`src/sv/msri_pkg.sv`:
```
`timescale 1ns / 1ps
package msri_pkg;

  localparam int FRAC_BITS   = 16;
  localparam int COORD_WIDTH = 32;
  localparam int FX_W        = 64;

  typedef logic signed [FX_W-1:0] fx_t;
  typedef logic signed [31:0]     w32_t;

  localparam fx_t LIM = 64'sh3FFF_FFFF_FFFF_FFFF;
  localparam logic signed [FX_W:0] LIM65 = 65'sh0_3FFF_FFFF_FFFF_FFFF;

  // output clamp bounds
  localparam fx_t OUT_HI = (64'sd1 <<< (COORD_WIDTH - 1)) - 64'sd1;
  localparam fx_t OUT_LO = -OUT_HI - 64'sd1;

  // unit latencies
  localparam int DIV_ITERS  = 63 + FRAC_BITS;
  localparam int DIV_LAT    = DIV_ITERS + 1;
  localparam int SQRT_ITERS = (63 + FRAC_BITS) / 2;
  localparam int SQRT_LAT   = SQRT_ITERS + 1;
  localparam int MUL_LAT    = 3;

  localparam int QUEUE_DEPTH = 4;
  localparam int QPTR_W      = $clog2(QUEUE_DEPTH);

  localparam int ADDR_W    = 6;
  localparam int REG_IDX_W = 3;

  typedef struct packed {
    w32_t [2:0] cs;
    w32_t [2:0] ce;
    w32_t       s0;
    w32_t       s1;
    w32_t       r;
  } cfg_t;

  typedef struct packed {
    w32_t [2:0] o;
    w32_t [2:0] d;
    w32_t       tm;
    w32_t       tlo;
    w32_t       thi;
  } ray_t;

  typedef struct packed {
    ray_t      ray;
    fx_t [2:0] c;
    fx_t       a;
    fx_t       b;
    fx_t       disc;
    logic      miss;
  } qent_t;

  typedef struct packed {
    logic       hit;
    w32_t       t;
    w32_t [2:0] p;
    w32_t [2:0] n;
  } res_t;

  function automatic fx_t sx32(input w32_t v);
    return fx_t'(v);
  endfunction

  function automatic fx_t sat65(input logic signed [FX_W:0] v);
    fx_t r;
    if (v > LIM65) r = LIM;
    else if (v < -LIM65) r = -LIM;
    else r = v[FX_W-1:0];
    return r;
  endfunction

  function automatic fx_t sadd(input fx_t x, input fx_t y);
    logic signed [FX_W:0] s;
    s = (FX_W+1)'(x) + (FX_W+1)'(y);
    return sat65(s);
  endfunction

  function automatic fx_t ssub(input fx_t x, input fx_t y);
    logic signed [FX_W:0] s;
    s = (FX_W+1)'(x) - (FX_W+1)'(y);
    return sat65(s);
  endfunction

  function automatic logic [FX_W-1:0] mag(input fx_t v);
    return v[FX_W-1] ? FX_W'(-v) : FX_W'(v);
  endfunction

  function automatic w32_t outw(input fx_t v);
    fx_t c;
    if (v > OUT_HI) c = OUT_HI;
    else if (v < OUT_LO) c = OUT_LO;
    else c = v;
    return c[31:0];
  endfunction

endpackage

```
`src/sv/msri_queue.sv`:
```
`timescale 1ns / 1ps
// small word queue between front and back
module msri_queue import msri_pkg::*; (
  input  logic  clk,
  input  logic  rst_n,
  input  logic  push,
  input  qent_t wdata,
  input  logic  pop,
  output qent_t rdata,
  output logic  full,
  output logic  empty
);

  qent_t             mem_r [QUEUE_DEPTH];
  logic [QPTR_W-1:0] wp_r, rp_r;
  logic [QPTR_W:0]   cnt_r;

  assign full  = (cnt_r == (QPTR_W+1)'(QUEUE_DEPTH));
  assign empty = (cnt_r == '0);
  assign rdata = mem_r[rp_r];

  always_ff @(posedge clk) begin
    if (push) mem_r[wp_r] <= wdata;
  end

  always_ff @(posedge clk) begin
    if (!rst_n) begin
      wp_r  <= '0;
      rp_r  <= '0;
      cnt_r <= '0;
    end else begin
      if (push) wp_r <= wp_r + 1'b1;
      if (pop) rp_r <= rp_r + 1'b1;
      if (push && !pop) cnt_r <= cnt_r + 1'b1;
      else if (pop && !push) cnt_r <= cnt_r - 1'b1;
    end
  end

endmodule

```
`config.mk`:
```
export PLATFORM = sky130hd
export DESIGN_NAME = msri_queue
export DESIGN_NICKNAME = d
export VERILOG_FILES = /design/src/sv/msri_pkg.sv /design/src/sv/msri_queue.sv
export SDC_FILE = /design/constraint.sdc
export NUM_CORES = 2
export LEC_CHECK = 0
export BUFFER_PORTS_ARGS = -buffer_cell sky130_fd_sc_hd__buf_2
export CAP_MARGIN = 0
export CORE_ASPECT_RATIO = 0.7
export CORE_MARGIN = 5
export CORE_UTILIZATION = 35
export CTS_BUF_LIST = sky130_fd_sc_hd__clkbuf_8
export DETAILED_ROUTE_END_ITERATION = 10
export GPL_TIMING_DRIVEN = 0
export MAX_ROUTING_LAYER = met4
export PLACE_DENSITY = 0.53
export SLEW_MARGIN = 20
export SYNTH_ARGS = -nofsm -noshare
export SYNTH_HDL_FRONTEND = slang
export SYNTH_SLANG_ARGS = --single-unit
```
`constraint.sdc`:
```
create_clock -name clk -period 20.3 [get_ports clk]
set_input_delay 3.045 -clock clk [delete_from_list [all_inputs] [get_ports clk]]
set_output_delay 3.045 -clock clk [all_outputs]
set_load 0.02 [all_outputs]
```
======== Word level (Yosys, flattened, before mapping) ========
Memory sizes are Yosys's and may differ from the RTL's. A register that Yosys moved wholly into a read port is not among the register bits.
Index checks and enable logic that the tools add are counted.
storage, ports and cells
  register bits after elaboration ......... 7
  memory bits (writable) .................. 2692
  input bits .............................. 677
  output and inout port bits .............. 675
  logic and storage cells ................. 21
  memories ................................ 1
memories
  memory  depth  width  rd ports  clocked after Yosys merged registers in  wr ports  RTL line          source
  mem_r   4      673    1         1                                        1         msri_queue.sv:14  qent_t mem_r [QUEUE_DEPTH];
operators by class
  add/subtract/negate cells ............... 4
  eq/ne operators ......................... 1
  muxes and demuxes ....................... 6
  reductions and logical operators ........ 6
operators with widths
  kind                                                                count
  3-bit 2-to-1 mux                                                    2
  2-bit by 1-bit adder with 2-bit output, second input constant       2
  2-bit 2-to-1 mux                                                    2
  3-bit by 1-bit adder with 3-bit output, second input constant       1
  3-bit == test, second input constant                                1
  3-bit zero test                                                     1
  3-bit by 1-bit subtractor with 3-bit output, second input constant  1
  1-bit logical AND                                                   2
  1-bit zero test                                                     2
  1-bit 2-to-1 mux                                                    2
  2-bit nonzero test                                                  1

======== Logic depth before layout (Yosys ltp) ========
  word-level depth ........................ 4
  mapped depth ............................ 7
  gate-level depth less buffers ........... 7

======== Least setup slack after synthesis ========
No wires, ideal clock.
  kind .................................... in2reg
  start point ............................. in push
  end point ............................... mem mem_r[0][0] (netlist name), enable pin
  library setup time ...................... 1125 ps
  arrival time ............................ 18125 ps
  required time ........................... 19175 ps
  setup slack ............................. 1050 ps
  stages .................................. 1
  buffers on the path ..................... 0
  cell sequence ........................... and2_1
on the way
  longest elaborated chain between the ends .. 2
ends and longest elaborated chain
  what                                    RTL line          source
  start, declared                         msri_queue.sv:6   input logic push,
  1-bit 2-to-1 mux                        msri_queue.sv:23  if (push) mem_r[wp_r] <= wdata;
  1-bit 2-to-1 mux (implied by the code)  msri_queue.sv:23
  end, declared                           msri_queue.sv:14
No other way between the ends.

==> flow_summary_export.csv <==
group,metric,value,unit
critical_path,worst_r2r_path_depth,8,
yosys,synth_compound_area_share,0.0127,%
global_routing,grt_antenna_before_repair,194,
global_routing,grt_max_degree,45,
place,hpwl,190,mm
global_routing,grt.total_usage,18.4,%
yosys,syn_inst,3558,
timing,finalSetupTns,0,ps
critical_path,cp_slowest_cell,"clkbuf_1",
yosys,synth-seq-area-share,82.4,%
timing,hold_viol_final,0,
drt,first_pass_iters,5,
critical_path,cp_num_buf_inv,4,
worst_hold_path,holdCritStartpoint,"cnt_r[2]",
critical_path,r2r_slack,17120,ps
timing,rsz0062_at_grt,"no",
drt,drtIter0Drc,3274,
timing,drv_slew,0,
critical_path,worstPathArrival,3460,ps
floorplanning,initial_core_util,35.2,%
power,ir_drop,0.0675,mV
layout,drive_gt1_share,48.0,%
drt,wl_per_cell,28.3,um
timing,setup_viol,0,
cts,cts_tree,"yes",
critical_path,cp_max_fo,10,
yosys,synth_fa_ha_area_share,0.0840,%
critical_path,cp_top_family,"buffers and inverters",
global_routing,grt_pass1_wl,371,mm
critical_path,rr_endpoint,"mem_r[1][144]",
yosys,yosys.area_share.simple,0.0929,%
cts,cts-resized-gates,0,
worst_hold_path,min_path_cells,2,
yosys,avgSynthCellArea,27.6,sq um
yosys,yosys.area.top_type,"edfxtp_1",
yosys,ys_types,21,
run_status,status,"completed",
worst_hold_path,min_path_type,"reg2reg",
layout,final_nets,6088,
yosys,synthXorXnorAreaFrac,0.0445,%
drt,vias,46500,
timing,fin_crit_sh,32.1,%
critical_path,r2r-start,"wp_r[0]",
cts,ctsRootBufferMaster,"clkbuf_8",
cts,htree_levels,5,
critical_path,end_kind,"output port",
drt,viasPerCell,4.89,
floorplanning,dieWidth,643,um
power,p_comb_share,12.8,%
yosys,synth_fp_nets,4241,
drt,ant_nets,0,
yosys,synthMuxAreaShare,15.4,%
critical_path,cp_common_cell,"buf_2",
critical_path,cp.required,17260,ps
power,total_power,12.2,mW
place,port_buffers,1351,
power,power_frac_seq,53.1,%
layout,final_common_cell,"edfxtp_1",
cts,cts_buffer_depth,4,
floorplanning,ios,1352,
power,clkPwrFrac,34.0,%
cts,postCtsSetupBuffers,0,
floorplanning,die-area,0.292,sq mm
cts,clkLatencyLatePin,990,ps
cts,ctsHoldBuffers,0,
floorplanning,fp.coreArea,0.279,sq mm
global_routing,grt_pass1_vias,48000,
place,place_ws,14340,ps
critical_path,crit_chain,"buf_2, clkbuf_1, buf_2, mux4_2, buf_2",
yosys,synth_area_leaders,"edfxtp_1, mux4_2, buf_12, buf_2, dfxtp_1",
power,powerDensity,102,mW/mm^2
yosys,synth_top_area_share,82.2,%
layout,layout_common_cells,"edfxtp_1, buf_2, mux4_2",
yosys,syn_area,0.0983,sq mm
cts,cts_inserted_buffers,417,
timing,worstMarginPinSlew,901,ps
drt,totalWireLength,269,mm
power,p_int,9.07,mW
yosys,synth_seq_cells,2701,
yosys,ys_warn_count,0,
timing,fin_worst_skew,39.8,ps
floorplanning,floorplan.die.height,453,um
timing,max_slew_margin,39.9,%
timing,fmaxAchievable,154,MHz
cts,clock_sinks,2701,
cts,clk_pin_slew_worst_paths,60,ps
timing,finalCriticalPeriod,6510,ps
critical_path,crit_type,"reg2out",
floorplanning,rows,162,
yosys,synth_top_family_by_area,"multiplexers",
drt,drc,0,
global_routing,grt-ovfl-total,0,
power,switching_share,25.4,%
critical_path,max_stage_delay,730,ps
timing,worst_slack,13790,ps
power,power_leakage,40.0,nW
place,gp_congestion,0.809,
layout,area_delta_synth_final,21.3,%
critical_path,start_kind,"flop",
power,p_sw,3.08,mW
flow_run,maxCapViolCount,0,
worst_hold_path,hold_end,"cnt_r[2]",
[power by group through the flow]
stage	Sequential [mW]	Combinational (mW)	Clock, mW
after floorplan	6.76	0.888	0
after global placement	6.95	1.54	0
after detailed placement	6.58	1.61	0
after CTS	6.46	1.61	4.29
after global routing	6.47	1.65	4.55
final	6.46	1.56	4.14
[worst max-delay path by stage]
stage               start       endpoint  slack [ps]  cells after the start
floorplan            push    mem_r[0][0]        1050                      1
global placement     push  mem_r[1][135]      -13610                      2
detailed placement   push  mem_r[1][135]       14340                      8
CTS                  flop     rdata[252]       13430                      5
global route         flop     rdata[468]       13500                      5
finish               flop     rdata[311]       13790                      5
[layer usage]
metal  track usage (%)  up-vias  routed length [um]
li1                  -    19500                   -
met5                 -        -                   0
met4              6.59        0               10900
met1              21.0    24700               99800
met2              31.6     1658              142000
met3              4.59      665               16400
[layout make-up]
| class | count | area (sq um) |
|---|---|---|
| Antenna cell | 103 | 258 |
| Buffer | 150 | 1870 |
| Clock buffer | 425 | 5850 |
| Clock inverter | 301 | 1560 |
| Fill cell | 24300 | 160000 |
| Inverter | 4 | 15.0 |
| Multi-Input combinational cell | 703 | 15400 |
| Sequential cell | 2701 | 81000 |
| Tap cell | 3690 | 4620 |
| Timing Repair Buffer | 1428 | 8630 |
[tightest hold or removal path: stages (launching register included)]
cell	delay, ps
dfxtp_1	330
o21ai_0	70
a21boi_0	80
[stage by stage]
step                util (%)  area, sq um  cells  hold slack, ps
floorplan                  -        98300   3558             472
global placement        39.3       110000   8599             502
detailed placement      40.0       112000   8676             524
CTS                     42.7       119000   9402             533
global route            42.7       119000   9470             596
finish                  42.7       119000   9505             528
[synth_stat cells]
cell	n
xnor2_1	2
ha_1	5
inv_1	4
nand2_1	1
nor3_1	1
xor2_1	3
nor2b_1	2
buf_12	74
dfxtp_1	9
fa_1	1
nor3b_1	1
a21boi_0	1
mux2i_1	2
clkbuf_1	7
edfxtp_1	2692
mux4_2	673
or3_1	1
buf_6	1
and2_1	9
o21ai_0	1
buf_2	68
[registers in the layout, indices dropped and copies added (netlist names), named ones only]
name	flops
rp_r	2
cnt_r	3
mem_r	2692
wp_r	2
[logic make-up (layout without fill, tap and decap cells)]
| family | after synthesis | after routing |
|---|---|---|
| fa+ha+maj | 6 | 6 |
| simple gates | 15 | 15 |
| other cells | 0 | 103 |
| xor+xnor | 5 | 5 |
| mux | 675 | 675 |
| compound gates | 2 | 2 |
| flops | 2701 | 2701 |
| buf+inv | 154 | 2308 |
Note: power is estimated with default switching activity, not from simulation.
